`src/design/sm4_cbc_encryptor_assert.svh`:
```
// assertion macros for the sm4 cbc encryptor
// used by the top level only, no other dependencies
`ifndef SM4_CBC_ENCRYPTOR_ASSERT_SVH
`define SM4_CBC_ENCRYPTOR_ASSERT_SVH

// same-cycle implication
`define SM4CBC_ASSERT_IMP(lbl, clk, rst_n, ante, cons) \
    lbl: assert property (@(posedge clk) disable iff (!rst_n) (ante) |-> (cons)) \
        else $error("sm4 cbc assertion failed");

// next-cycle implication
`define SM4CBC_ASSERT_NXT(lbl, clk, rst_n, ante, cons) \
    lbl: assert property (@(posedge clk) disable iff (!rst_n) (ante) |=> (cons)) \
        else $error("sm4 cbc assertion failed");

`endif

```
`src/design/sm4cbc_pkg.sv`:
```
// shared types, constants and round functions of the sm4 cbc encryptor
// no dependencies
package sm4cbc_pkg;

    localparam int BLK_W     = 128;
    localparam int HALF_W    = 64;
    localparam int WORD_W    = 32;
    localparam int NUM_RND   = 32;
    localparam int RND_W     = 5;
    localparam int CNT_W     = 5;
    localparam int CFG_IDX_W = 2;
    localparam int CFG_W     = 64;

    localparam logic [CFG_IDX_W-1:0] CFG_KEY_HIGH = 2'd0;
    localparam logic [CFG_IDX_W-1:0] CFG_KEY_LOW  = 2'd1;
    localparam logic [CFG_IDX_W-1:0] CFG_IV_HIGH  = 2'd2;
    localparam logic [CFG_IDX_W-1:0] CFG_IV_LOW   = 2'd3;

    localparam logic [CNT_W-1:0] FULL_BYTES = 5'd16;
    localparam logic [BLK_W-1:0] PAD_BLOCK  = {16{8'h10}};

    localparam logic [WORD_W-1:0] FK0 = 32'ha3b1bac6;
    localparam logic [WORD_W-1:0] FK1 = 32'h56aa3350;
    localparam logic [WORD_W-1:0] FK2 = 32'h677d9197;
    localparam logic [WORD_W-1:0] FK3 = 32'hb27022dc;

    typedef logic [WORD_W-1:0] t_word;

    typedef struct packed {
        logic             load;
        logic             use_iv;
        logic             kinit;
        logic             kstep;
        logic             estep;
        logic             out_write;
        logic             out_final;
        logic             pad_load;
        logic [RND_W-1:0] round;
    } t_dp_cmd;

    typedef struct packed {
        logic out_free;
        logic extra;
        logic last;
    } t_dp_stat;

    localparam logic [7:0] SBOX [256] = '{
        8'hd6, 8'h90, 8'he9, 8'hfe, 8'hcc, 8'he1, 8'h3d, 8'hb7,
        8'h16, 8'hb6, 8'h14, 8'hc2, 8'h28, 8'hfb, 8'h2c, 8'h05,
        8'h2b, 8'h67, 8'h9a, 8'h76, 8'h2a, 8'hbe, 8'h04, 8'hc3,
        8'haa, 8'h44, 8'h13, 8'h26, 8'h49, 8'h86, 8'h06, 8'h99,
        8'h9c, 8'h42, 8'h50, 8'hf4, 8'h91, 8'hef, 8'h98, 8'h7a,
        8'h33, 8'h54, 8'h0b, 8'h43, 8'hed, 8'hcf, 8'hac, 8'h62,
        8'he4, 8'hb3, 8'h1c, 8'ha9, 8'hc9, 8'h08, 8'he8, 8'h95,
        8'h80, 8'hdf, 8'h94, 8'hfa, 8'h75, 8'h8f, 8'h3f, 8'ha6,
        8'h47, 8'h07, 8'ha7, 8'hfc, 8'hf3, 8'h73, 8'h17, 8'hba,
        8'h83, 8'h59, 8'h3c, 8'h19, 8'he6, 8'h85, 8'h4f, 8'ha8,
        8'h68, 8'h6b, 8'h81, 8'hb2, 8'h71, 8'h64, 8'hda, 8'h8b,
        8'hf8, 8'heb, 8'h0f, 8'h4b, 8'h70, 8'h56, 8'h9d, 8'h35,
        8'h1e, 8'h24, 8'h0e, 8'h5e, 8'h63, 8'h58, 8'hd1, 8'ha2,
        8'h25, 8'h22, 8'h7c, 8'h3b, 8'h01, 8'h21, 8'h78, 8'h87,
        8'hd4, 8'h00, 8'h46, 8'h57, 8'h9f, 8'hd3, 8'h27, 8'h52,
        8'h4c, 8'h36, 8'h02, 8'he7, 8'ha0, 8'hc4, 8'hc8, 8'h9e,
        8'hea, 8'hbf, 8'h8a, 8'hd2, 8'h40, 8'hc7, 8'h38, 8'hb5,
        8'ha3, 8'hf7, 8'hf2, 8'hce, 8'hf9, 8'h61, 8'h15, 8'ha1,
        8'he0, 8'hae, 8'h5d, 8'ha4, 8'h9b, 8'h34, 8'h1a, 8'h55,
        8'had, 8'h93, 8'h32, 8'h30, 8'hf5, 8'h8c, 8'hb1, 8'he3,
        8'h1d, 8'hf6, 8'he2, 8'h2e, 8'h82, 8'h66, 8'hca, 8'h60,
        8'hc0, 8'h29, 8'h23, 8'hab, 8'h0d, 8'h53, 8'h4e, 8'h6f,
        8'hd5, 8'hdb, 8'h37, 8'h45, 8'hde, 8'hfd, 8'h8e, 8'h2f,
        8'h03, 8'hff, 8'h6a, 8'h72, 8'h6d, 8'h6c, 8'h5b, 8'h51,
        8'h8d, 8'h1b, 8'haf, 8'h92, 8'hbb, 8'hdd, 8'hbc, 8'h7f,
        8'h11, 8'hd9, 8'h5c, 8'h41, 8'h1f, 8'h10, 8'h5a, 8'hd8,
        8'h0a, 8'hc1, 8'h31, 8'h88, 8'ha5, 8'hcd, 8'h7b, 8'hbd,
        8'h2d, 8'h74, 8'hd0, 8'h12, 8'hb8, 8'he5, 8'hb4, 8'hb0,
        8'h89, 8'h69, 8'h97, 8'h4a, 8'h0c, 8'h96, 8'h77, 8'h7e,
        8'h65, 8'hb9, 8'hf1, 8'h09, 8'hc5, 8'h6e, 8'hc6, 8'h84,
        8'h18, 8'hf0, 8'h7d, 8'hec, 8'h3a, 8'hdc, 8'h4d, 8'h20,
        8'h79, 8'hee, 8'h5f, 8'h3e, 8'hd7, 8'hcb, 8'h39, 8'h48
    };

    function automatic t_word rotl(input t_word v, input int n);
        return (v << n) | (v >> (WORD_W - n));
    endfunction

    function automatic t_word tau(input t_word v);
        return {SBOX[v[31:24]], SBOX[v[23:16]], SBOX[v[15:8]], SBOX[v[7:0]]};
    endfunction

    function automatic t_word t_enc(input t_word v);
        t_word b;
        b = tau(v);
        return b ^ rotl(b, 2) ^ rotl(b, 10) ^ rotl(b, 18) ^ rotl(b, 24);
    endfunction

    function automatic t_word t_key(input t_word v);
        t_word b;
        b = tau(v);
        return b ^ rotl(b, 13) ^ rotl(b, 23);
    endfunction

    // ck byte j of round i is (4i+j)*7 mod 256
    function automatic t_word ck(input logic [RND_W-1:0] i);
        t_word      w;
        logic [7:0] n;
        w = '0;
        for (int j = 0; j < 4; j++) begin
            n = {1'b0, i, 2'(j)};
            w[31-8*j -: 8] = (n << 3) - n;
        end
        return w;
    endfunction

endpackage

```
`src/design/sm4cbc_intf.sv`:
```
// valid/ready channel interfaces for plaintext and ciphertext words
// depends on sm4cbc_pkg
interface sm4cbc_in_if;
    logic                            valid;
    logic                            ready;
    logic [sm4cbc_pkg::HALF_W-1:0]   plain_high;
    logic [sm4cbc_pkg::HALF_W-1:0]   plain_low;
    logic [sm4cbc_pkg::CNT_W-1:0]    valid_bytes;
    logic                            last_block;

    modport source (output valid, output plain_high, output plain_low,
                    output valid_bytes, output last_block, input ready);
    modport sink   (input valid, input plain_high, input plain_low,
                    input valid_bytes, input last_block, output ready);
endinterface

interface sm4cbc_out_if;
    logic                            valid;
    logic                            ready;
    logic [sm4cbc_pkg::HALF_W-1:0]   cipher_high;
    logic [sm4cbc_pkg::HALF_W-1:0]   cipher_low;
    logic                            last_result;

    modport source (output valid, output cipher_high, output cipher_low,
                    output last_result, input ready);
    modport sink   (input valid, input cipher_high, input cipher_low,
                    input last_result, output ready);
endinterface

```
`src/design/sm4cbc_ctrl.sv`:
```
// controller: sequences key expansion, rounds, output and padding block
// depends on sm4cbc_pkg
module sm4cbc_ctrl (
    input  logic                  i_clk,
    input  logic                  i_rst_n,
    input  logic                  i_cfg_we,
    input  logic                  i_accept,
    input  sm4cbc_pkg::t_dp_stat  i_stat,
    output logic                  o_ready,
    output sm4cbc_pkg::t_dp_cmd   o_cmd
);

    localparam logic [1:0] S_IDLE = 2'd0;
    localparam logic [1:0] S_KEXP = 2'd1;
    localparam logic [1:0] S_ENC  = 2'd2;
    localparam logic [1:0] S_FIN  = 2'd3;

    localparam logic [sm4cbc_pkg::RND_W-1:0] LAST_RND =
        sm4cbc_pkg::RND_W'(sm4cbc_pkg::NUM_RND - 1);

    logic [1:0]                   r_state, n_state;
    logic [sm4cbc_pkg::RND_W-1:0] r_round, n_round;
    logic                         r_keys_ready, n_keys_ready;
    logic                         r_msg_start, n_msg_start;
    logic                         r_second, n_second;

    always_comb begin
        n_state      = r_state;
        n_round      = r_round;
        n_keys_ready = r_keys_ready;
        n_msg_start  = r_msg_start;
        n_second     = r_second;
        o_cmd        = '0;
        o_cmd.round  = r_round;
        o_ready      = (r_state == S_IDLE);
        case (r_state)
            S_IDLE: begin
                if (i_accept) begin
                    o_cmd.load   = 1'b1;
                    o_cmd.use_iv = r_msg_start;
                    o_cmd.kinit  = !r_keys_ready;
                    n_msg_start  = 1'b0;
                    n_second     = 1'b0;
                    n_round      = '0;
                    n_state      = r_keys_ready ? S_ENC : S_KEXP;
                end
            end
            S_KEXP: begin
                o_cmd.kstep = 1'b1;
                n_round     = r_round + 1'b1;
                if (r_round == LAST_RND) begin
                    n_keys_ready = 1'b1;
                    n_state      = S_ENC;
                end
            end
            S_ENC: begin
                o_cmd.estep = 1'b1;
                n_round     = r_round + 1'b1;
                if (r_round == LAST_RND) begin
                    n_state = S_FIN;
                end
            end
            S_FIN: begin
                o_cmd.out_final = i_stat.last && !(i_stat.extra && !r_second);
                if (i_stat.out_free) begin
                    o_cmd.out_write = 1'b1;
                    if (i_stat.extra && !r_second) begin
                        // full last block: follow with a padding block
                        o_cmd.pad_load = 1'b1;
                        n_second       = 1'b1;
                        n_round        = '0;
                        n_state        = S_ENC;
                    end else begin
                        n_msg_start = i_stat.last;
                        n_state     = S_IDLE;
                    end
                end
            end
            default: begin
                n_state = S_IDLE;
            end
        endcase
        if (i_cfg_we) begin
            n_keys_ready = 1'b0;
        end
    end

    always_ff @(posedge i_clk) begin
        if (!i_rst_n) begin
            r_state      <= S_IDLE;
            r_round      <= '0;
            r_keys_ready <= 1'b0;
            r_msg_start  <= 1'b1;
            r_second     <= 1'b0;
        end else begin
            r_state      <= n_state;
            r_round      <= n_round;
            r_keys_ready <= n_keys_ready;
            r_msg_start  <= n_msg_start;
            r_second     <= n_second;
        end
    end

endmodule

```
`src/design/sm4cbc_datapath.sv`:
```
// datapath: config registers, key schedule, round unit, chaining and output word
// depends on sm4cbc_pkg and sm4cbc_out_if
module sm4cbc_datapath (
    input  logic                                i_clk,
    input  logic                                i_rst_n,
    input  logic                                i_cfg_we,
    input  logic [sm4cbc_pkg::CFG_IDX_W-1:0]    i_cfg_idx,
    input  logic [sm4cbc_pkg::CFG_W-1:0]        i_cfg_data,
    input  logic [sm4cbc_pkg::HALF_W-1:0]       i_plain_high,
    input  logic [sm4cbc_pkg::HALF_W-1:0]       i_plain_low,
    input  logic [sm4cbc_pkg::CNT_W-1:0]        i_valid_bytes,
    input  logic                                i_last_block,
    input  sm4cbc_pkg::t_dp_cmd                 i_cmd,
    output sm4cbc_pkg::t_dp_stat                o_stat,
    sm4cbc_out_if.source                        o_blk
);

    logic [sm4cbc_pkg::HALF_W-1:0] r_key_high, r_key_low, r_iv_high, r_iv_low;
    logic [sm4cbc_pkg::HALF_W-1:0] r_chain_high, r_chain_low;
    sm4cbc_pkg::t_word             r_x [4];
    sm4cbc_pkg::t_word             r_k [4];
    sm4cbc_pkg::t_word             r_rk [sm4cbc_pkg::NUM_RND];
    logic                          r_last, r_extra;
    logic                          r_out_valid;
    logic [sm4cbc_pkg::HALF_W-1:0] r_out_high, r_out_low;
    logic                          r_out_last;

    logic [sm4cbc_pkg::CNT_W-1:0]  v_sat;
    logic [7:0]                    pad_val;
    logic [sm4cbc_pkg::BLK_W-1:0]  blk, chain_src, result;
    sm4cbc_pkg::t_word             nx, nk;

    // pkcs7 fill of the input word
    always_comb begin
        v_sat   = (i_valid_bytes > sm4cbc_pkg::FULL_BYTES) ?
                  sm4cbc_pkg::FULL_BYTES : i_valid_bytes;
        pad_val = 8'(sm4cbc_pkg::FULL_BYTES - v_sat);
        blk     = {i_plain_high, i_plain_low};
        for (int i = 0; i < 16; i++) begin
            if (i_last_block && (sm4cbc_pkg::CNT_W'(i) >= v_sat)) begin
                blk[sm4cbc_pkg::BLK_W-1-8*i -: 8] = pad_val;
            end
        end
    end

    assign chain_src = i_cmd.use_iv ? {r_iv_high, r_iv_low} : {r_chain_high, r_chain_low};
    assign result    = {r_x[3], r_x[2], r_x[1], r_x[0]};

    assign nx = r_x[0] ^ sm4cbc_pkg::t_enc(r_x[1] ^ r_x[2] ^ r_x[3] ^ r_rk[i_cmd.round]);
    assign nk = r_k[0] ^ sm4cbc_pkg::t_key(r_k[1] ^ r_k[2] ^ r_k[3] ^
                                           sm4cbc_pkg::ck(i_cmd.round));

    assign o_stat.out_free = !r_out_valid || o_blk.ready;
    assign o_stat.extra    = r_extra;
    assign o_stat.last     = r_last;

    assign o_blk.valid       = r_out_valid;
    assign o_blk.cipher_high = r_out_high;
    assign o_blk.cipher_low  = r_out_low;
    assign o_blk.last_result = r_out_last;

    // config, chaining and output valid registers
    always_ff @(posedge i_clk) begin
        if (!i_rst_n) begin
            r_key_high   <= '0;
            r_key_low    <= '0;
            r_iv_high    <= '0;
            r_iv_low     <= '0;
            r_chain_high <= '0;
            r_chain_low  <= '0;
            r_out_valid  <= 1'b0;
        end else begin
            if (i_cfg_we) begin
                case (i_cfg_idx)
                    sm4cbc_pkg::CFG_KEY_HIGH: r_key_high <= i_cfg_data;
                    sm4cbc_pkg::CFG_KEY_LOW:  r_key_low  <= i_cfg_data;
                    sm4cbc_pkg::CFG_IV_HIGH:  r_iv_high  <= i_cfg_data;
                    sm4cbc_pkg::CFG_IV_LOW:   r_iv_low   <= i_cfg_data;
                    default: begin
                    end
                endcase
            end
            if (i_cmd.out_write) begin
                r_chain_high <= result[sm4cbc_pkg::BLK_W-1 -: sm4cbc_pkg::HALF_W];
                r_chain_low  <= result[sm4cbc_pkg::HALF_W-1:0];
                r_out_valid  <= 1'b1;
            end else if (o_blk.ready) begin
                r_out_valid  <= 1'b0;
            end
        end
    end

    // round state, key schedule and output word
    always_ff @(posedge i_clk) begin
        if (i_cmd.load) begin
            {r_x[0], r_x[1], r_x[2], r_x[3]} <= blk ^ chain_src;
            r_last  <= i_last_block;
            r_extra <= i_last_block && (i_valid_bytes >= sm4cbc_pkg::FULL_BYTES);
        end else if (i_cmd.pad_load) begin
            {r_x[0], r_x[1], r_x[2], r_x[3]} <= sm4cbc_pkg::PAD_BLOCK ^ result;
        end else if (i_cmd.estep) begin
            r_x[0] <= r_x[1];
            r_x[1] <= r_x[2];
            r_x[2] <= r_x[3];
            r_x[3] <= nx;
        end
        if (i_cmd.kinit) begin
            r_k[0] <= r_key_high[63:32] ^ sm4cbc_pkg::FK0;
            r_k[1] <= r_key_high[31:0]  ^ sm4cbc_pkg::FK1;
            r_k[2] <= r_key_low[63:32]  ^ sm4cbc_pkg::FK2;
            r_k[3] <= r_key_low[31:0]   ^ sm4cbc_pkg::FK3;
        end else if (i_cmd.kstep) begin
            r_k[0] <= r_k[1];
            r_k[1] <= r_k[2];
            r_k[2] <= r_k[3];
            r_k[3] <= nk;
            r_rk[i_cmd.round] <= nk;
        end
        if (i_cmd.out_write) begin
            r_out_high <= result[sm4cbc_pkg::BLK_W-1 -: sm4cbc_pkg::HALF_W];
            r_out_low  <= result[sm4cbc_pkg::HALF_W-1:0];
            r_out_last <= i_cmd.out_final;
        end
    end

endmodule

```
`src/design/sm4_cbc_encryptor.sv`:
```
// channel   dir  handshake      payload
// i_blk     in   valid/ready    plain_high, plain_low, valid_bytes, last_block
// o_blk     out  valid/ready    cipher_high, cipher_low, last_result
// cfg       in   i_cfg_we       i_cfg_idx, i_cfg_data (key and iv halves)
//
// one word: accept, 32 rounds of the shared round unit, finish
// the first word after a config write adds the key schedule
// a full last block adds a padding block, run through the rounds and finish
// the finish step waits while the output register still holds an untaken word
// reset is synchronous active low; key, iv and chaining registers clear to zero
// top level: controller plus datapath; depends on sm4cbc_pkg, interfaces, assert macros
`include "sm4_cbc_encryptor_assert.svh"

module sm4_cbc_encryptor (
    input  logic                                i_clk,
    input  logic                                i_rst_n,
    input  logic                                i_cfg_we,
    input  logic [sm4cbc_pkg::CFG_IDX_W-1:0]    i_cfg_idx,
    input  logic [sm4cbc_pkg::CFG_W-1:0]        i_cfg_data,
    sm4cbc_in_if.sink                           i_blk,
    sm4cbc_out_if.source                        o_blk
);

    sm4cbc_pkg::t_dp_cmd  cmd;
    sm4cbc_pkg::t_dp_stat stat;
    logic                 ready;
    logic                 accept;

    assign i_blk.ready = ready;
    assign accept      = i_blk.valid && ready;

    sm4cbc_ctrl u_ctrl (
        .i_clk    (i_clk),
        .i_rst_n  (i_rst_n),
        .i_cfg_we (i_cfg_we),
        .i_accept (accept),
        .i_stat   (stat),
        .o_ready  (ready),
        .o_cmd    (cmd)
    );

    sm4cbc_datapath u_dp (
        .i_clk         (i_clk),
        .i_rst_n       (i_rst_n),
        .i_cfg_we      (i_cfg_we),
        .i_cfg_idx     (i_cfg_idx),
        .i_cfg_data    (i_cfg_data),
        .i_plain_high  (i_blk.plain_high),
        .i_plain_low   (i_blk.plain_low),
        .i_valid_bytes (i_blk.valid_bytes),
        .i_last_block  (i_blk.last_block),
        .i_cmd         (cmd),
        .o_stat        (stat),
        .o_blk         (o_blk)
    );

    `SM4CBC_ASSERT_NXT(a_busy_after_accept, i_clk, i_rst_n, accept, !i_blk.ready)
    `SM4CBC_ASSERT_IMP(a_no_overwrite, i_clk, i_rst_n, cmd.out_write, stat.out_free)
    `SM4CBC_ASSERT_NXT(a_word_shown, i_clk, i_rst_n, cmd.out_write, o_blk.valid)

endmodule

```
`src/flat_wrapper.sv`:
```
// flat-port wrapper written by rule: the top's interface ports become plain ports
module sm4_cbc_encryptor_flat 
  (i_clk, i_rst_n, i_cfg_we, i_cfg_idx, i_cfg_data, i_blk_valid, i_blk_plain_high, i_blk_plain_low, i_blk_valid_bytes, i_blk_last_block, i_blk_ready, o_blk_valid, o_blk_cipher_high, o_blk_cipher_low, o_blk_last_result, o_blk_ready);
  sm4cbc_in_if i_blk_i ();
  sm4cbc_out_if o_blk_i ();
  input  logic i_clk;
  input  logic i_rst_n;
  input  logic i_cfg_we;
  input  logic [sm4cbc_pkg::CFG_IDX_W-1:0] i_cfg_idx;
  input  logic [sm4cbc_pkg::CFG_W-1:0] i_cfg_data;
  input wire logic [$bits(i_blk_i.valid)-1:0] i_blk_valid;
  input wire logic [$bits(i_blk_i.plain_high)-1:0] i_blk_plain_high;
  input wire logic [$bits(i_blk_i.plain_low)-1:0] i_blk_plain_low;
  input wire logic [$bits(i_blk_i.valid_bytes)-1:0] i_blk_valid_bytes;
  input wire logic [$bits(i_blk_i.last_block)-1:0] i_blk_last_block;
  output wire logic [$bits(i_blk_i.ready)-1:0] i_blk_ready;
  output wire logic [$bits(o_blk_i.valid)-1:0] o_blk_valid;
  output wire logic [$bits(o_blk_i.cipher_high)-1:0] o_blk_cipher_high;
  output wire logic [$bits(o_blk_i.cipher_low)-1:0] o_blk_cipher_low;
  output wire logic [$bits(o_blk_i.last_result)-1:0] o_blk_last_result;
  input wire logic [$bits(o_blk_i.ready)-1:0] o_blk_ready;
  assign i_blk_i.valid = i_blk_valid;
  assign i_blk_i.plain_high = i_blk_plain_high;
  assign i_blk_i.plain_low = i_blk_plain_low;
  assign i_blk_i.valid_bytes = i_blk_valid_bytes;
  assign i_blk_i.last_block = i_blk_last_block;
  assign i_blk_ready = i_blk_i.ready;
  assign o_blk_valid = o_blk_i.valid;
  assign o_blk_cipher_high = o_blk_i.cipher_high;
  assign o_blk_cipher_low = o_blk_i.cipher_low;
  assign o_blk_last_result = o_blk_i.last_result;
  assign o_blk_i.ready = o_blk_ready;
  sm4_cbc_encryptor u_core (.i_clk(i_clk), .i_rst_n(i_rst_n), .i_cfg_we(i_cfg_we), .i_cfg_idx(i_cfg_idx), .i_cfg_data(i_cfg_data), .i_blk(i_blk_i), .o_blk(o_blk_i));
endmodule
```
`config.mk`:
```
export PLATFORM = sky130hd
export DESIGN_NAME = sm4_cbc_encryptor_flat
export DESIGN_NICKNAME = d
export VERILOG_FILES = /design/src/design/sm4cbc_pkg.sv /design/src/design/sm4cbc_intf.sv /design/src/design/sm4cbc_ctrl.sv /design/src/design/sm4cbc_datapath.sv /design/src/design/sm4_cbc_encryptor.sv /design/src/flat_wrapper.sv
export VERILOG_INCLUDE_DIRS = /design/src /design/src/design
export SDC_FILE = /design/constraint.sdc
export NUM_CORES = 2
export LEC_CHECK = 0
export BUFFER_PORTS_ARGS = -buffer_cell sky130_fd_sc_hd__buf_4
export CAP_MARGIN = 20
export CORE_ASPECT_RATIO = 0.9
export CORE_MARGIN = 4
export CORE_UTILIZATION = 50
export CTS_CLUSTER_DIAMETER = 60
export DETAILED_ROUTE_END_ITERATION = 10
export HOLD_SLACK_MARGIN = 0.12
export PLACE_DENSITY = 0.69
export SYNTH_ARGS = -nofsm -noshare
export SYNTH_HDL_FRONTEND = slang
export SYNTH_SLANG_ARGS = --single-unit
```
`constraint.sdc`:
```
create_clock -name i_clk -period 13.1 [get_ports i_clk]
set_clock_uncertainty 0.15 [all_clocks]
set_input_delay 2.62 -clock i_clk [delete_from_list [all_inputs] [get_ports i_clk]]
set_output_delay 2.62 -clock i_clk [all_outputs]
set_load 0.05 [all_outputs]
```
==> results.cfg <==
[timing]
slew_violations = 0
worstMarginPinSlew_ns = 1.26
fmax_ghz = 0.113
fin_crit_sh_pct = 67.7
min_period_ns = 8.87
max_slew_margin_pct = 15.5
setup_violations = 0
fin_setup_tns_ns = 0
rsz0062_at_grt = no
final_hold_viol_count = 0

[worst_setup_path]
slowest_stage = dfxtp_1
max_stage_delay_ns = 0.90
worstPathArrival_ns = 9.40
crit_chain = and2_4 > buf_4 > a22oi_1 > a21oi_1 > nor4_1 > buf_2 > buf_4 > xor2_4 > buf_4 > inv_2 > buf_4 > ha_1 > inv_1 > nor2_1 > a211oi_1 > o311ai_1 > nand3_1 > xnor2_2 > xnor3_1 > or3_1 > a31oi_1
critPathKind = flop to flop
worstSetupStartpointType = flop
cp_max_fo = 51
path_buf_inv = 7
required_ns = 13.63
cp-end-kind = flop
critical_path.top_delay_family = buffers and inverters
crit_top_cell = buf_4

[detailed_routing]
post_drt_wl_per_cell_um = 32.0
wl_um = 421000
drc_errors = 0
dr.pass1.iters = 10
drtIter0Drc = 14160
num_vias = 90646
route.antenna.remaining_nets = 0
viasPerCell = 6.90

[synthesis]
ys_types = 103
synth_compound_area_share_pct = 19.5
synthMuxAreaShare_pct = 7.95
synth-seq-cells = 1811
yosysSeqAreaShare_pct = 49.3
synth_edf_count = 1411
synth_cells = 10319
synthFlopType = edfxtp_1
synth_fa_ha_area_share_pct = 1.87
synth_top_area_cell = edfxtp_1
yosysTopAreaCellShare_pct = 41.5
yosysWarnings = 0
synth_top_family_by_area = compound AO/OA/AOI/OAI gates
synth_simple_gate_area_share_pct = 12.3
syn-cell-area_um2 = 102000
synthTopCellsByArea = edfxtp_1, dfxtp_1, nand2_1
syn_area_per_cell_um2 = 9.90
synth_fp_nets = 10672
async_reset_ff_share_pct = 0
synthXorXnorAreaFrac_pct = 4.88

[global_routing]
grt_usage_pct = 38.1
grt_pass1_vias = 84142
grt_pass1_wl_um = 602000
grt-ovfl-total = 0
grt_max_degree = 159
antenna_found_initial = 18

[place]
dpl.cell_count = 12775
hpwlAfterDp_um = 274000
gp_congestion = 1.01
portBuffers = 335
dpl-instance-area_um2 = 108000

[final_layout]
fill_cells = 17380
nets = 10620
fin_area_um2 = 114000
postLayoutCoreUtil_pct = 56.2
multi_input_area_um2 = 49100
layout-drive-gt1-share_pct = 12.5
seq_area_um2 = 50400
area_growth_pct = 11.9
stdcell_count = 13138

[clocking]
cts_root_buf = clkbuf_16
clk-insertion-delay-late_ns = 0.89
post_cts_resized = 0
cts_setup_buffers = 0
clock_sinks = 1811
htree_levels = 4
cts.clk_slew.worst_paths_ns = 0.06
ctsHoldBuffers = 0
numCtsBuffers = 181
cts_tree = done
cts_buffer_depth = 3

[die]
io_pins = 336
rows = 157
core_um2 = 203000
die_area_um2 = 212000
die_w_um = 485
initial_core_util_pct = 50.3
die_h_um = 437

[status]
status = finished, final reports clean

[min_path]
min-delay-path-class = flop to flop

[flow_run]
drv_cap = 0
-- worst reg2reg max path, stage by stage, from the launching register on --
cell,delay [ns]
dfxtp_1,0.90
and2_4,0.78
buf_4,0.76
a22oi_1,0.22
a21oi_1,0.20
nor4_1,0.10
buf_2,0.17
buf_4,0.16
xor2_4,0.17
buf_4,0.30
inv_2,0.32
buf_4,0.45
ha_1,0.72
inv_1,0.24
nor2_1,0.42
a211oi_1,0.15
o311ai_1,0.59
nand3_1,0.56
xnor2_2,0.47
xnor3_1,0.39
or3_1,0.31
a31oi_1,0.18
-- cell type report --
type | count | share of cell area (%)
tap | 2703 | 2.96
multi-input combinational | 7536 | 43.0
sequential | 1811 | 44.1
inverter | 78 | 0.269
clock buffer | 246 | 4.37
clock inverter | 92 | 0.901
antenna | 13 | 0.0285
timing repair buffer | 659 | 4.43
-- flip-flops by register name, indices dropped and copies added, names as in the netlist, named ones only --
signal                         count
u_core.u_ctrl.r_keys_ready         1
u_core.u_ctrl.r_msg_start          1
u_core.u_ctrl.r_round              5
u_core.u_ctrl.r_second             1
u_core.u_ctrl.r_state              2
u_core.u_dp.o_blk.cipher_high     64
u_core.u_dp.o_blk.cipher_low      64
u_core.u_dp.o_blk.last_result      1
u_core.u_dp.o_blk.valid            1
u_core.u_dp.r_chain_high          64
u_core.u_dp.r_chain_low           64
u_core.u_dp.r_extra                1
u_core.u_dp.r_iv_high             64
u_core.u_dp.r_iv_low              64
u_core.u_dp.r_k                  128
u_core.u_dp.r_key_high            64
u_core.u_dp.r_key_low             64
u_core.u_dp.r_last                 1
u_core.u_dp.r_rk                1024
u_core.u_dp.r_x                  128
-- cells in the mapped netlist (all sizes together) (230+ instances only) --
master / n
a21oi: 1109
a22oi: 230
buf: 337
clkbuf: 557
dfxtp: 400
edfxtp: 1411
mux2i: 564
nand2: 1637
nor2: 675
nor3: 252
o21ai: 663
xnor2: 352
-- final timing paths --
| kind | from | endpoint | slack (ns) | depth (start not counted) |
|---|---|---|---|---|
| hold reg to reg | u_core.u_dp.r_key_low[60]$_SDFFE_PN0P_ | u_core.u_dp.r_key_low[60]$_SDFFE_PN0P_ | 0.30 | 2 |
| setup reg to reg | flop | u_core.u_dp.r_x[5]$_DFFE_PP_ | 4.23 | 21 |
| setup / recovery | flop | u_core.u_dp.r_x[5]$_DFFE_PP_ | 4.23 | 21 |
| hold / removal | u_core.u_dp.r_key_low[60]$_SDFFE_PN0P_ | u_core.u_dp.r_key_low[60]$_SDFFE_PN0P_ | 0.30 | 2 |
-- layout by cell type, fill, tap and decap left out, types with 49 or more instances in the layout --
cell type | Yosys | final
a311oi_1 | 59 | 59
nand2_1 | 1635 | 1632
mux4_2 | 81 | 81
a22oi_1 | 229 | 229
o211ai_1 | 145 | 145
a221oi_1 | 71 | 71
o221ai_1 | 49 | 49
a21oi_1 | 1109 | 1109
xnor2_2 | 4 | 68
nor3_1 | 251 | 251
inv_1 | 63 | 58
edfxtp_1 | 1411 | 1411
ha_1 | 141 | 140
dfxtp_1 | 400 | 398
o22ai_1 | 86 | 86
nand3_1 | 169 | 168
o21ai_0 | 657 | 654
a211oi_1 | 125 | 125
xor2_1 | 161 | 130
a31oi_1 | 164 | 164
nor2_1 | 671 | 634
xnor2_1 | 348 | 272
mux2i_1 | 564 | 564
buf_4 | 42 | 641
clkbuf_16 | 0 | 182
mux2_2 | 58 | 58
o311ai_0 | 112 | 112
-- stage by stage --
step | hold slack [ns] | worst slack, ns
CTS | 0.302 | 4.50
floorplan | 0.283 | 3.45
finish | 0.302 | 4.23
global route | 0.320 | 4.02
detailed placement | 0.294 | 4.57
global placement | 0.289 | 4.02
-- routing by layer --
metal | wire, µm | GRT usage [%] | vias up | part of all wire (%)
met5 | 80 | 0 | - | 0.019
li1 | - | - | 38399 | -
met4 | 22700 | 17.6 | 12 | 5.4
met1 | 166000 | 53.3 | 44662 | 39
met2 | 181000 | 56.0 | 6470 | 43
met3 | 50500 | 9.07 | 1103 | 12
-- logic make-up after synthesis --
group                      after synthesis
and+or+nand+nor                       2976
AOI/OAI and AO/OA                     3173
xor gates and xnor gates               535
DFF                                   1811
buffers and inverters                  972
muxes                                  703
adders and majority gates              149
Power is not shown: default switching activity piles up to over one toggle a cycle in this logic, so the estimate is an artifact.
